===== src/design/rqs_pkg.sv =====
package rqs_pkg;

	localparam logic [1:0] OP_INSERT = 2'd0;
	localparam logic [1:0] OP_SELECT = 2'd1;
	localparam logic [1:0] OP_SWITCH = 2'd2;

	localparam logic [1:0] POL_FIFO = 2'd0;
	localparam logic [1:0] POL_RR   = 2'd1;
	localparam logic [1:0] POL_SPN  = 2'd2;

	localparam logic [1:0] STS_OK    = 2'd0;
	localparam logic [1:0] STS_FULL  = 2'd1;
	localparam logic [1:0] STS_EMPTY = 2'd2;

	typedef enum logic [2:0] {
		CMD_NOP,
		CMD_INSERT,
		CMD_SEL_HEAD,
		CMD_SEL_RR,
		CMD_SEL_SPN,
		CMD_SWITCH
	} cmd_kind_t;

	typedef enum logic [1:0] {
		ENG_IDLE,
		ENG_PICK,
		ENG_SCAN,
		ENG_SHIFT
	} eng_state_t;

	typedef struct packed {
		logic [1:0]  op;
		logic [7:0]  proc_id;
		logic [15:0] proc_remaining;
		logic [15:0] running_remaining;
		logic        running_preempted;
	} in_item_t;

	typedef struct packed {
		logic        pick_valid;
		logic [7:0]  picked_id;
		logic [15:0] picked_remaining;
		logic [1:0]  status;
		logic [4:0]  queue_count;
	} out_item_t;

	typedef struct packed {
		cmd_kind_t   kind;
		logic [7:0]  id;
		logic [15:0] tim;
		logic        requeue;
	} cmd_t;

	typedef struct packed {
		logic [7:0]  id;
		logic [15:0] tim;
	} slot_t;

endpackage


===== src/design/ready_queue_fifo_rr_spn_select.sv =====
// Ready-queue process selector with first-in-first-out, round-robin and shortest-process-next
// policies, chosen by a two-bit policy register. Transactions enter a two-entry command queue,
// are executed one at a time by the engine, and leave through a two-entry result queue, so each
// side may stall freely and exactly one result comes out per transaction, in order. Entries live
// in a single-port-read slot memory used as a ring. Insert, switch and a select on an empty
// queue finish in the engine's idle state; a head select under the first two policies also
// passes through the pick state. A shortest-process-next select walks the memory for the
// smallest time, then moves each entry that sits behind the chosen one up one slot to close
// the gap before it reports; the one read port of the slot memory makes both walks read one
// entry at a time. Each queue holds a transaction in a register on its way through.
module ready_queue_fifo_rr_spn_select #(
	parameter int QUEUE_DEPTH = 16
) (
	input  logic               clk,
	input  logic               arst_n,
	input  logic               push,
	output logic               full,
	input  rqs_pkg::in_item_t  item,
	output logic               empty,
	input  logic               pop,
	output rqs_pkg::out_item_t result,
	input  logic               cfg_we,
	input  logic [1:0]         cfg_data
);

	logic               cmd_valid;
	logic               cmd_ready;
	rqs_pkg::cmd_t      cmd;
	logic               res_push;
	logic               res_full;
	rqs_pkg::out_item_t res;

	rqs_front u_front (
		.clk      (clk),
		.arst_n   (arst_n),
		.push     (push),
		.full     (full),
		.item     (item),
		.cfg_we   (cfg_we),
		.cfg_data (cfg_data),
		.cmd_valid(cmd_valid),
		.cmd_ready(cmd_ready),
		.cmd      (cmd)
	);

	rqs_engine #(
		.QUEUE_DEPTH(QUEUE_DEPTH)
	) u_engine (
		.clk      (clk),
		.arst_n   (arst_n),
		.cmd_valid(cmd_valid),
		.cmd_ready(cmd_ready),
		.cmd      (cmd),
		.res_push (res_push),
		.res_full (res_full),
		.res      (res)
	);

	rqs_res_q u_res_q (
		.clk    (clk),
		.arst_n (arst_n),
		.wr     (res_push),
		.full   (res_full),
		.wr_data(res),
		.empty  (empty),
		.rd     (pop),
		.rd_data(result)
	);

	a_res_room: assert property (@(posedge clk) disable iff (!arst_n)
		res_push |-> !res_full)
		else $error("engine result written into a full result queue");

	a_pick_ok: assert property (@(posedge clk) disable iff (!arst_n)
		(!empty && result.pick_valid) |-> (result.status == rqs_pkg::STS_OK))
		else $error("pick reported with a non-ok status");

	a_empty_sel: assert property (@(posedge clk) disable iff (!arst_n)
		(!empty && result.status == rqs_pkg::STS_EMPTY)
			|-> (result.queue_count == 5'd0 && !result.pick_valid))
		else $error("empty-queue select with entries or a pick");

endmodule


===== src/design/rqs_ram.sv =====
module rqs_ram #(
	parameter int WIDTH = 24,
	parameter int DEPTH = 16,
	localparam int AW = (DEPTH > 1) ? $clog2(DEPTH) : 1
) (
	input  logic             clk,
	input  logic             we,
	input  logic [AW-1:0]    waddr,
	input  logic [WIDTH-1:0] wdata,
	input  logic             re,
	input  logic [AW-1:0]    raddr,
	output logic [WIDTH-1:0] rdata
);

	logic [WIDTH-1:0] mem_q [DEPTH];
	logic [WIDTH-1:0] rdata_q;

	always_ff @(posedge clk) begin
		if (we) begin
			mem_q[waddr] <= wdata;
		end
		if (re) begin
			rdata_q <= mem_q[raddr];
		end
	end

	assign rdata = rdata_q;

endmodule


===== src/design/rqs_front.sv =====
module rqs_front (
	input  logic              clk,
	input  logic              arst_n,
	input  logic              push,
	output logic              full,
	input  rqs_pkg::in_item_t item,
	input  logic              cfg_we,
	input  logic [1:0]        cfg_data,
	output logic              cmd_valid,
	input  logic              cmd_ready,
	output rqs_pkg::cmd_t     cmd
);

	logic [1:0]    policy_q;
	rqs_pkg::cmd_t cls;
	rqs_pkg::cmd_t slot_q [2];
	logic          wr_ptr_q;
	logic          rd_ptr_q;
	logic [1:0]    cnt_q;
	logic          do_push;
	logic          do_pop;

	// decode op and policy into an engine command
	always_comb begin
		cls.kind    = rqs_pkg::CMD_NOP;
		cls.id      = item.proc_id;
		cls.tim     = item.running_remaining;
		cls.requeue = 1'b0;
		unique case (item.op)
			rqs_pkg::OP_INSERT: begin
				cls.kind = rqs_pkg::CMD_INSERT;
				cls.tim  = item.proc_remaining;
			end
			rqs_pkg::OP_SELECT: begin
				unique case (policy_q)
					rqs_pkg::POL_RR: begin
						cls.kind    = rqs_pkg::CMD_SEL_RR;
						cls.requeue = item.running_preempted && (item.running_remaining > 16'd1);
					end
					rqs_pkg::POL_SPN: begin
						cls.kind = rqs_pkg::CMD_SEL_SPN;
					end
					default: begin
						cls.kind = rqs_pkg::CMD_SEL_HEAD;
					end
				endcase
			end
			rqs_pkg::OP_SWITCH: begin
				cls.kind    = rqs_pkg::CMD_SWITCH;
				cls.requeue = (item.running_remaining != 16'd0);
			end
			default: begin
				cls.kind = rqs_pkg::CMD_NOP;
			end
		endcase
	end

	assign full      = (cnt_q == 2'd2);
	assign cmd_valid = (cnt_q != 2'd0);
	assign cmd       = slot_q[rd_ptr_q];
	assign do_push   = push && !full;
	assign do_pop    = cmd_valid && cmd_ready;

	always_ff @(posedge clk or negedge arst_n) begin
		if (!arst_n) begin
			policy_q <= rqs_pkg::POL_FIFO;
			wr_ptr_q <= 1'b0;
			rd_ptr_q <= 1'b0;
			cnt_q    <= 2'd0;
		end else begin
			if (cfg_we) begin
				policy_q <= cfg_data;
			end
			if (do_push) begin
				wr_ptr_q <= !wr_ptr_q;
			end
			if (do_pop) begin
				rd_ptr_q <= !rd_ptr_q;
			end
			if (do_push && !do_pop) begin
				cnt_q <= cnt_q + 2'd1;
			end else if (do_pop && !do_push) begin
				cnt_q <= cnt_q - 2'd1;
			end
		end
	end

	always_ff @(posedge clk) begin
		if (do_push) begin
			slot_q[wr_ptr_q] <= cls;
		end
	end

endmodule


===== src/design/rqs_res_q.sv =====
module rqs_res_q (
	input  logic               clk,
	input  logic               arst_n,
	input  logic               wr,
	output logic               full,
	input  rqs_pkg::out_item_t wr_data,
	output logic               empty,
	input  logic               rd,
	output rqs_pkg::out_item_t rd_data
);

	rqs_pkg::out_item_t slot_q [2];
	logic               wr_ptr_q;
	logic               rd_ptr_q;
	logic [1:0]         cnt_q;
	logic               do_wr;
	logic               do_rd;

	assign full    = (cnt_q == 2'd2);
	assign empty   = (cnt_q == 2'd0);
	assign rd_data = slot_q[rd_ptr_q];
	assign do_wr   = wr && !full;
	assign do_rd   = rd && !empty;

	always_ff @(posedge clk or negedge arst_n) begin
		if (!arst_n) begin
			wr_ptr_q <= 1'b0;
			rd_ptr_q <= 1'b0;
			cnt_q    <= 2'd0;
		end else begin
			if (do_wr) begin
				wr_ptr_q <= !wr_ptr_q;
			end
			if (do_rd) begin
				rd_ptr_q <= !rd_ptr_q;
			end
			if (do_wr && !do_rd) begin
				cnt_q <= cnt_q + 2'd1;
			end else if (do_rd && !do_wr) begin
				cnt_q <= cnt_q - 2'd1;
			end
		end
	end

	always_ff @(posedge clk) begin
		if (do_wr) begin
			slot_q[wr_ptr_q] <= wr_data;
		end
	end

endmodule


===== src/design/rqs_engine.sv =====
module rqs_engine #(
	parameter int QUEUE_DEPTH = 16,
	localparam int AW = $clog2(QUEUE_DEPTH),
	localparam int CW = $clog2(QUEUE_DEPTH + 1)
) (
	input  logic               clk,
	input  logic               arst_n,
	input  logic               cmd_valid,
	output logic               cmd_ready,
	input  rqs_pkg::cmd_t      cmd,
	output logic               res_push,
	input  logic               res_full,
	output rqs_pkg::out_item_t res
);

	localparam logic [CW:0]   DEPTH_X = (CW + 1)'(QUEUE_DEPTH);
	localparam logic [CW-1:0] FULL_C  = CW'(QUEUE_DEPTH);
	localparam logic [CW-1:0] ONE     = CW'(1);
	localparam int            SLOT_W  = $bits(rqs_pkg::slot_t);

	rqs_pkg::eng_state_t state_q, state_d;
	logic [AW-1:0]       head_q, head_d;
	logic [CW-1:0]       count_q, count_d;
	logic [7:0]          run_id_q, run_id_d;
	logic                run_valid_q, run_valid_d;
	logic [CW-1:0]       rd_off_q, rd_off_d;
	logic                pend_q, pend_d;
	logic [CW-1:0]       pend_off_q, pend_off_d;
	logic [15:0]         min_time_q, min_time_d;
	logic [7:0]          min_id_q, min_id_d;
	logic [CW-1:0]       min_off_q, min_off_d;
	rqs_pkg::cmd_t       cur_q, cur_d;
	logic                upd;
	logic [CW-1:0]       best_off;

	logic                ram_we;
	logic [AW-1:0]       ram_waddr;
	rqs_pkg::slot_t      ram_wdata;
	logic                ram_re;
	logic [AW-1:0]       ram_raddr;
	rqs_pkg::slot_t      ram_rdata;

	// queue offset to slot address, ring wraps at the depth
	function automatic logic [AW-1:0] phys(input logic [AW-1:0] base, input logic [CW-1:0] off);
		logic [CW:0] sum;
		sum = (CW + 1)'(base) + (CW + 1)'(off);
		if (sum >= DEPTH_X) begin
			sum = sum - DEPTH_X;
		end
		return sum[AW-1:0];
	endfunction

	function automatic logic [4:0] count5(input logic [CW-1:0] c);
		logic [CW+4:0] ext;
		ext = {5'd0, c};
		return ext[4:0];
	endfunction

	rqs_ram #(
		.WIDTH(SLOT_W),
		.DEPTH(QUEUE_DEPTH)
	) u_slots (
		.clk  (clk),
		.we   (ram_we),
		.waddr(ram_waddr),
		.wdata(ram_wdata),
		.re   (ram_re),
		.raddr(ram_raddr),
		.rdata(ram_rdata)
	);

	always_comb begin
		state_d     = state_q;
		head_d      = head_q;
		count_d     = count_q;
		run_id_d    = run_id_q;
		run_valid_d = run_valid_q;
		rd_off_d    = rd_off_q;
		pend_d      = pend_q;
		pend_off_d  = pend_off_q;
		min_time_d  = min_time_q;
		min_id_d    = min_id_q;
		min_off_d   = min_off_q;
		cur_d       = cur_q;
		upd         = 1'b0;
		best_off    = min_off_q;
		cmd_ready   = 1'b0;
		res_push    = 1'b0;
		res         = '0;
		ram_we      = 1'b0;
		ram_waddr   = phys(head_q, count_q);
		ram_wdata   = '{id: cmd.id, tim: cmd.tim};
		ram_re      = 1'b0;
		ram_raddr   = head_q;

		unique case (state_q)
			rqs_pkg::ENG_IDLE: begin
				if (cmd_valid && !res_full) begin
					cmd_ready = 1'b1;
					cur_d     = cmd;
					unique case (cmd.kind)
						rqs_pkg::CMD_INSERT: begin
							res_push = 1'b1;
							if (count_q == FULL_C) begin
								res.status = rqs_pkg::STS_FULL;
							end else begin
								ram_we  = 1'b1;
								count_d = count_q + ONE;
							end
						end
						rqs_pkg::CMD_SEL_HEAD, rqs_pkg::CMD_SEL_RR: begin
							if (count_q == '0) begin
								res_push   = 1'b1;
								res.status = rqs_pkg::STS_EMPTY;
							end else begin
								ram_re  = 1'b1;
								state_d = rqs_pkg::ENG_PICK;
							end
						end
						rqs_pkg::CMD_SEL_SPN: begin
							if (count_q == '0) begin
								res_push   = 1'b1;
								res.status = rqs_pkg::STS_EMPTY;
							end else begin
								rd_off_d = '0;
								pend_d   = 1'b0;
								state_d  = rqs_pkg::ENG_SCAN;
							end
						end
						rqs_pkg::CMD_SWITCH: begin
							res_push    = 1'b1;
							run_id_d    = cmd.id;
							run_valid_d = 1'b1;
							ram_wdata   = '{id: run_id_q, tim: cmd.tim};
							if (run_valid_q && cmd.requeue) begin
								if (count_q == FULL_C) begin
									res.status = rqs_pkg::STS_FULL;
								end else begin
									ram_we  = 1'b1;
									count_d = count_q + ONE;
								end
							end
						end
						default: begin
							res_push = 1'b1;
						end
					endcase
				end
			end
			rqs_pkg::ENG_PICK: begin
				res_push             = 1'b1;
				res.pick_valid       = 1'b1;
				res.picked_id        = ram_rdata.id;
				res.picked_remaining = ram_rdata.tim;
				head_d               = phys(head_q, ONE);
				// old head slot is free, so the tail write never clobbers a live entry
				if (cur_q.kind == rqs_pkg::CMD_SEL_RR && run_valid_q && cur_q.requeue) begin
					ram_we    = 1'b1;
					ram_waddr = phys(head_q, count_q);
					ram_wdata = '{id: run_id_q, tim: cur_q.tim};
				end else begin
					count_d = count_q - ONE;
				end
				state_d = rqs_pkg::ENG_IDLE;
			end
			rqs_pkg::ENG_SCAN: begin
				if (rd_off_q < count_q) begin
					ram_re     = 1'b1;
					ram_raddr  = phys(head_q, rd_off_q);
					rd_off_d   = rd_off_q + ONE;
					pend_d     = 1'b1;
					pend_off_d = rd_off_q;
				end else begin
					pend_d = 1'b0;
				end
				if (pend_q) begin
					// strict compare keeps the earliest entry on a tie
					upd = (pend_off_q == '0) || (ram_rdata.tim < min_time_q);
					if (upd) begin
						min_time_d = ram_rdata.tim;
						min_id_d   = ram_rdata.id;
						min_off_d  = pend_off_q;
						best_off   = pend_off_q;
					end
					if (pend_off_q == count_q - ONE) begin
						rd_off_d = best_off + ONE;
						state_d  = rqs_pkg::ENG_SHIFT;
					end
				end
			end
			rqs_pkg::ENG_SHIFT: begin
				if (rd_off_q < count_q) begin
					ram_re     = 1'b1;
					ram_raddr  = phys(head_q, rd_off_q);
					rd_off_d   = rd_off_q + ONE;
					pend_d     = 1'b1;
					pend_off_d = rd_off_q;
				end else begin
					pend_d = 1'b0;
				end
				if (pend_q) begin
					ram_we    = 1'b1;
					ram_waddr = phys(head_q, pend_off_q - ONE);
					ram_wdata = ram_rdata;
				end else if (rd_off_q >= count_q) begin
					res_push             = 1'b1;
					res.pick_valid       = 1'b1;
					res.picked_id        = min_id_q;
					res.picked_remaining = min_time_q;
					count_d              = count_q - ONE;
					state_d              = rqs_pkg::ENG_IDLE;
				end
			end
			default: begin
				state_d = rqs_pkg::ENG_IDLE;
			end
		endcase

		res.queue_count = count5(count_d);
	end

	always_ff @(posedge clk or negedge arst_n) begin
		if (!arst_n) begin
			state_q <= rqs_pkg::ENG_IDLE;
		end else begin
			state_q <= state_d;
		end
	end

	always_ff @(posedge clk or negedge arst_n) begin
		if (!arst_n) begin
			head_q      <= '0;
			count_q     <= '0;
			run_id_q    <= 8'd0;
			run_valid_q <= 1'b0;
			rd_off_q    <= '0;
			pend_q      <= 1'b0;
		end else begin
			head_q      <= head_d;
			count_q     <= count_d;
			run_id_q    <= run_id_d;
			run_valid_q <= run_valid_d;
			rd_off_q    <= rd_off_d;
			pend_q      <= pend_d;
		end
	end

	always_ff @(posedge clk) begin
		pend_off_q <= pend_off_d;
		min_time_q <= min_time_d;
		min_id_q   <= min_id_d;
		min_off_q  <= min_off_d;
		cur_q      <= cur_d;
	end

endmodule

===== config.mk =====
export PLATFORM = sky130hd
export DESIGN_NAME = ready_queue_fifo_rr_spn_select
export DESIGN_NICKNAME = d
export VERILOG_FILES = /design/src/design/rqs_pkg.sv /design/src/design/ready_queue_fifo_rr_spn_select.sv /design/src/design/rqs_ram.sv /design/src/design/rqs_front.sv /design/src/design/rqs_res_q.sv /design/src/design/rqs_engine.sv
export SDC_FILE = /design/constraint.sdc
export NUM_CORES = 1
export LEC_CHECK = 0
export BUFFER_PORTS_ARGS = -buffer_cell sky130_fd_sc_hd__buf_2
export CAP_MARGIN = 10
export CORE_ASPECT_RATIO = 0.75
export CORE_MARGIN = 2
export CORE_UTILIZATION = 45
export CTS_CLUSTER_DIAMETER = 120
export CTS_CLUSTER_SIZE = 20
export DETAILED_ROUTE_END_ITERATION = 8
export PLACE_DENSITY = 0.68
export SLEW_MARGIN = 20
export SYNTH_ARGS = -nofsm -noshare
export SYNTH_HDL_FRONTEND = slang
export SYNTH_SLANG_ARGS = --single-unit

===== constraint.sdc =====
create_clock -name clk -period 12.6 [get_ports clk]
set_input_delay 1.26 -clock clk [delete_from_list [all_inputs] [get_ports clk]]
set_output_delay 1.26 -clock clk [all_outputs]
set_load 0.01 [all_outputs]

* Yosys cells after proc, flatten, opt, wreduce, memory -nomap -nowiden
Memory sizes are Yosys's and may differ from the RTL's. A register that Yosys moved wholly into a read port is not among the register bits.
Index checks and enable logic that the tools add are counted.
** Word-level totals
- Flip-flop bits (word level) :: 90
- Word-level logic and storage cells :: 211
- Output and inout port bits :: 34
- Memories :: 3
- RAM bits :: 504
- Input bits :: 50
** Memory list
- u_engine.u_slots.mem_q :: depth 16, width 24, read ports 1, clocked after memory_dff 1, write ports 1, RTL line rqs_ram.sv:15 : logic [WIDTH-1:0] mem_q [DEPTH];
- u_res_q.slot_q :: depth 2, width 32, read ports 1, clocked after memory_dff 0, write ports 1, RTL line rqs_res_q.sv:12 : rqs_pkg::out_item_t slot_q [2];
- u_front.slot_q :: depth 2, width 28, read ports 1, clocked after memory_dff 0, write ports 1, RTL line rqs_front.sv:16 : rqs_pkg::cmd_t slot_q [2];
** Cells by class
- Order comparisons :: 8
- Eq/ne operators :: 27
- Reduce and logical (&&, ||, !) cells :: 47
- Add/sub/neg operators :: 17
- Mux-type cells :: 88
** Operator list (count)
- 24-bit two-way mux :: 4
- 5-bit two-way mux :: 15
- 24-bit one-hot mux with 3 select lines :: 1
- 25-bit two-way mux :: 2
- 25-bit one-hot mux with 2 select lines :: 1
- 4-bit two-way mux :: 8
- 2-bit two-way mux :: 15
- 5-bit one-hot mux with 3 select lines :: 2
- 1-bit two-way mux :: 27
- 4-bit by 5-bit adder with 6-bit output :: 3
- 6-bit by 5-bit >= comparator with 1-bit output, second input constant :: 3
- 16-bit by 1-bit > comparator with 1-bit output, second input constant :: 1
- 16-bit less-than comparator :: 1
- 16-bit two-way mux :: 1
- 16-bit nonzero test :: 1
- 4-bit by 1-bit subtractor with 4-bit output, second input constant :: 4
- 5-bit by 1-bit adder with 5-bit output, second input constant :: 3
- 1-bit logical AND :: 13
- 2-bit == test, second input constant :: 6
- 1-bit logical NOT :: 11
- 5-bit logical NOT :: 2
- 5-bit one-hot mux with 2 select lines :: 1
- 5-bit by 1-bit subtractor with 5-bit output, second input constant :: 2
- 3-bit by 2-bit == test with 1-bit output, second input constant :: 3
- 31 further kinds :: 57

* Longest topological paths before layout
An unclocked memory read counts as a cell.
- Depth after elaboration :: 11
- Mapped depth :: 15
- Mapped depth without buffers :: 15

* Modules after synthesis
Synthesis repeated with hierarchy kept, for this count alone.
** Unflattened totals
- Cell total of the unflattened synthesis :: 1407
- Area, all modules :: 25674.6 µm²
** By module, submodules not included
- rqs_ram :: area an instance 15170.8 µm², seq. area each 12251.8 µm², cells each 636, instances 1
- rqs_engine :: area an instance 5149.9 µm², seq. area each 2272.2 µm², cells each 499, instances 1
- rqs_front :: area an instance 2695.1 µm², seq. area each 1831.8 µm², cells each 153, instances 1
- rqs_res_q :: area an instance 2658.8 µm², seq. area each 2021.9 µm², cells each 119, instances 1

* Least setup slack after synthesis
OpenSTA, ideal clock, no wires.
- Path type :: register -> register
- From :: register u_engine.state_q[1]
- To :: memory u_res_q.slot_q[0][0] (netlist bit) (enable)
- Stages on the path, launching flop included :: 6
- Arrival time :: 4.209 ns
- Period minus slack after synthesis :: 4.634 ns
- Setup time :: 0.425 ns
- Setup slack :: 7.966 ns
- Required time :: 12.175 ns
- Buffers on the path :: 1
- Path through :: dfrtp_1 buf_2 nor4_2 o21ai_0 a211oi_1 nor2b_1
** Between the ends
- Cells in the longest elaborated chain, start to end :: 5
- Elaborated cells on any way between the ends :: 7
- Classes of those cells :: eq/ne: 2; mux: 3; reduce/logical: 2
** RTL lines
- start: declaration :: RTL line rqs_engine.sv:21 : rqs_pkg::eng_state_t state_q, state_d;
- start signal: assignment :: RTL line rqs_engine.sv:224 : state_q <= rqs_pkg::ENG_IDLE;
- start signal: assignment :: RTL line rqs_engine.sv:226 : state_q <= state_d;
- 2-bit == test (tied with other cells) :: RTL line rqs_engine.sv:96 : unique case (state_q)
- 1-bit one-hot mux with 3 select lines * :: RTL line rqs_engine.sv:96
- 1-bit logical AND * :: RTL line rqs_res_q.sv:22 : assign do_wr = wr && !full;
- named net u_res_q.do_wr :: RTL line rqs_res_q.sv:16 : logic do_wr;
- 1-bit two-way mux * :: RTL line rqs_res_q.sv:46 : if (do_wr) begin
- 1-bit two-way mux (implied by the code) * :: RTL line rqs_res_q.sv:47 : slot_q[wr_ptr_q] <= wr_data;
- end: declaration :: RTL line rqs_res_q.sv:12
The timed path passes the listed nets; every way through them passes the cells marked *.

* Worst setup path after layout
- From :: register u_engine.head_q[0]
- To :: register u_engine.u_slots.rdata_q[3] (netlist: u_engine.u_slots.rdata[3]), read port of u_engine.u_slots.mem_q (data pin)
** Between the ends
- Cells in the longest elaborated chain, start to end :: 5
- Elaborated cells on any way between the ends :: 6
- Classes of those cells :: add/sub: 2; order compare: 1; mux: 3
** RTL lines
- start: declaration :: RTL line rqs_engine.sv:22 : logic [AW-1:0] head_q, head_d;
- start signal: assignment :: RTL line rqs_engine.sv:232 : head_q <= '0;
- start signal: assignment :: RTL line rqs_engine.sv:239 : head_q <= head_d;
- 4-bit by 5-bit adder with 6-bit output :: RTL line rqs_engine.sv:46 : sum = (CW + 1)'(base) + (CW + 1)'(off);
- 6-bit by 5-bit >= comparator with 1-bit output / 4-bit by 1-bit subtractor with 4-bit output (equally long branches) :: RTL line rqs_engine.sv:47, rqs_engine.sv:48
- 4-bit two-way mux :: RTL line rqs_engine.sv:47 : if (sum >= DEPTH_X) begin
- 4-bit two-way mux :: RTL line rqs_engine.sv:167 : if (rd_off_q < count_q) begin
- 4-bit two-way mux *
- end: declaration :: RTL line rqs_ram.sv:16 : logic [WIDTH-1:0] rdata_q;
Mark *: on every way between the ends. The rest lies on a longest branch, timed or not.
A chain may end at the register's enable or synchronous reset.

==> impl_metrics.toml <==
[critical_path]
rr_startpoint = "u_engine.head_q[0]"
critPathMaxFanout = 85
slowest_stage = "buf_4"
crit_required_ns = 13.03
crit_arrival_ns = 5.95
start_kind = "flip-flop"
endpoint_kind = "flip-flop"
cp_top_family = "simple AND/OR/NAND/NOR gates"
crit_start = "u_engine.head_q[0]"
crit_chain = "ha_1 -> inv_1 -> fa_1 -> and2_2 -> buf_4 -> nand3_4 -> nand2_4 -> buf_4 -> a211oi_1 -> or4_1 -> nand3_1"
max_stage_delay_ns = 0.85
critPathBufInv = 3
crit_top_cell = "buf_4"
worst-setup-path-type = "reg2reg"

[clock_network]
cts_buffers = 36
postCtsSetupRepairBufs = 0
postCtsHoldBufs = 0
cts_tree = "done"
cts_sinks = 618
h-tree-depth = 2
cts-root-buf = "clkbuf_16"
cts_resized = 0
clk_path_buf_depth = 3
path_clk_slew_ns = 0.09
insertion_delay_ns = 0.56

[drt]
drc = 0
ant_nets = 0
drtIter0Drc = 2037
via_count = 16600
wl_per_cell_um = 24.7
firstDrtPassIters = 5
wl_mm = 66.1
routed_via_density = 6.21

[layout]
nets = 1972
diodes = 0
layout_commonest_cell = "edfxtp_1"
area_growth_pct = 8.39
final_cell_mix = "edfxtp_1 (582), and3_1 (154), a211oi_1 (98)"
drive_gt1_frac = 0.167

[floorplan]
rows = 77
fp.coreArea_um2 = 59200
ioPinCount = 84
die_h_um = 216
start_util = 0.457
die_w_um = 287
dieArea_um2 = 62100

[sta]
finalHoldViolCount = 0
min_period_over_period = 0.438
fin_worst_skew_ns = 0.0153
setup_tns_ns = 0
fmaxAchievable_mhz = 181
setup_violations = 0
post-route-min-period_ns = 5.52
slew_viol_final = 0
fin_ws_ns = 7.08
rsz0062_at_grt = "no"
worst_slew_pin_slew_ns = 1.05
relSlewSlack = 0.297

[placement]
post-place-ws_ns = 7.25
gp_congestion = 0.850
portBuffers = 83
place.detailed.hpwl_mm = 38.2

[yosys]
ys.flop_type = "edfxtp_1"
synth_warnings = 0
async_reset_ff_frac = 0.0583
synth_edf_count = 582
syn_inst = 1850
ys_types = 67
ys_ff_latch = 618
ys_seq_area_frac = 0.680
synth_nets = 1946
syn_avg_cell_area_um2 = 14.6
synth_area_um2 = 27000

[global_routing]
grt_overflow = 0
antenna_found_initial = 0
track_usage = 0.210
grt_max_degree = 192
first_global_vias = 16100
grt_pass1_wl_mm = 99.7

[hold_path]
holdCritStartpoint = "u_engine.run_id_q[0]"
hp-class = "reg2reg"

[outcome]
status = "completed"

[job]
max-cap-violations = 0
-- stage by stage --
| step | area (um2) | utilization | hold slack, ns | cells |
|---|---|---|---|---|
| final | 29300 | 0.495 | 0.513 | 2672 |
| after floorplan | 27000 | - | 0.449 | 1850 |
| after global placement | 28300 | 0.479 | 0.482 | 2627 |
| after detailed placement | 28300 | 0.479 | 0.496 | 2627 |
| after global routing | 29300 | 0.495 | 0.532 | 2672 |
| after CTS | 29300 | 0.495 | 0.512 | 2671 |
-- Yosys cell counts, types with 4 or more instances --
library cell	instances	area, um2
a22o_1	40	350
ha_1	43	538
and3_1	154	963
or4_1	50	375
a21o_1	6	45.0
buf_2	43	215
a221o_1	4	40.0
clkbuf_1	87	327
a31oi_1	49	307
a21oi_1	18	90.1
nor2_1	43	161
nor3b_1	6	45.0
buf_1	4	15.0
nand3_1	37	185
nand2_1	46	173
nor2b_1	4	25.0
a32oi_1	70	613
inv_1	87	327
o31ai_1	4	30.0
nor4_1	7	43.8
a211o_1	48	420
o21ai_0	17	85.1
mux2i_1	29	290
nand4_1	9	56.3
nor3_1	11	55.1
nand2b_1	7	43.8
and2_1	6	37.5
xnor2_1	21	184
a211oi_1	98	736
a31o_2	17	149
xor2_1	17	149
dfrtp_1	36	901
edfxtp_1	582	17500
a22oi_1	9	67.6
mux2_2	91	1020
-- worst register-to-register path, cell delays in order (launching register included) --
cell and delay (ns):
dfrtp_1 0.53, ha_1 0.23, inv_1 0.07, fa_1 0.56
and2_2 0.15, buf_4 0.50, nand3_4 0.69, nand2_4 0.86
buf_4 0.86, a211oi_1 0.30, or4_1 0.52, nand3_1 0.10
-- cell type report --
type,instances,area [um2]
Clock inverter,1,3.75
Fill cell,4997,29900
Inverter,89,334
Multi-Input combinational cell,1004,7870
Timing Repair Buffer,127,778
Clock buffer,43,948
Sequential cell,618,18400
Tap cell,790,988
-- cells by family after synthesis --
kind of cell	synth area share
mux	0.0492
xor+xnor	0.0123
flops	0.680
fa+ha+maj	0.0221
buf+inv	0.0346
compound gates	0.117
simple gates	0.0850
-- flip-flops by register name, summed over array words and instances (netlist names), 4 cells and up --
register                count
u_engine.u_slots.mem_q    384
u_res_q.slot_q             64
u_front.slot_q             56
u_engine.u_slots.rdata     24
u_engine.cur_q             20
u_engine.min_time_q        16
u_engine.min_id_q           8
u_engine.run_id_q           8
u_engine.count_q            5
u_engine.min_off_q          5
u_engine.pend_off_q         5
u_engine.rd_off_q           5
u_engine.head_q             4
-- routing by layer --
layer / share of wire / track usage
met1: 0.45 / 0.316
met2: 0.45 / 0.323
met3: 0.088 / 0.0345
met4: 0.014 / 0.0425
met5: 0 / 0
-- final timing paths --
kind	endpoint	slack [ns]	depth (start not counted)
min reg2reg	u_engine.run_id_q[0]	0.51	1
max in group asynchronous	u_engine.head_q[3]	11.17	1
max reg2reg	u_engine.u_slots.rdata[3]	7.08	11
max	u_engine.u_slots.rdata[3]	7.08	11
min	u_engine.run_id_q[0]	0.51	1
min in group asynchronous	u_engine.run_id_q[3]	0.84	1
Power is left out: the tool's default activity adds up to more than one toggle a clock period on the data nets, which glitch-free logic cannot reach.
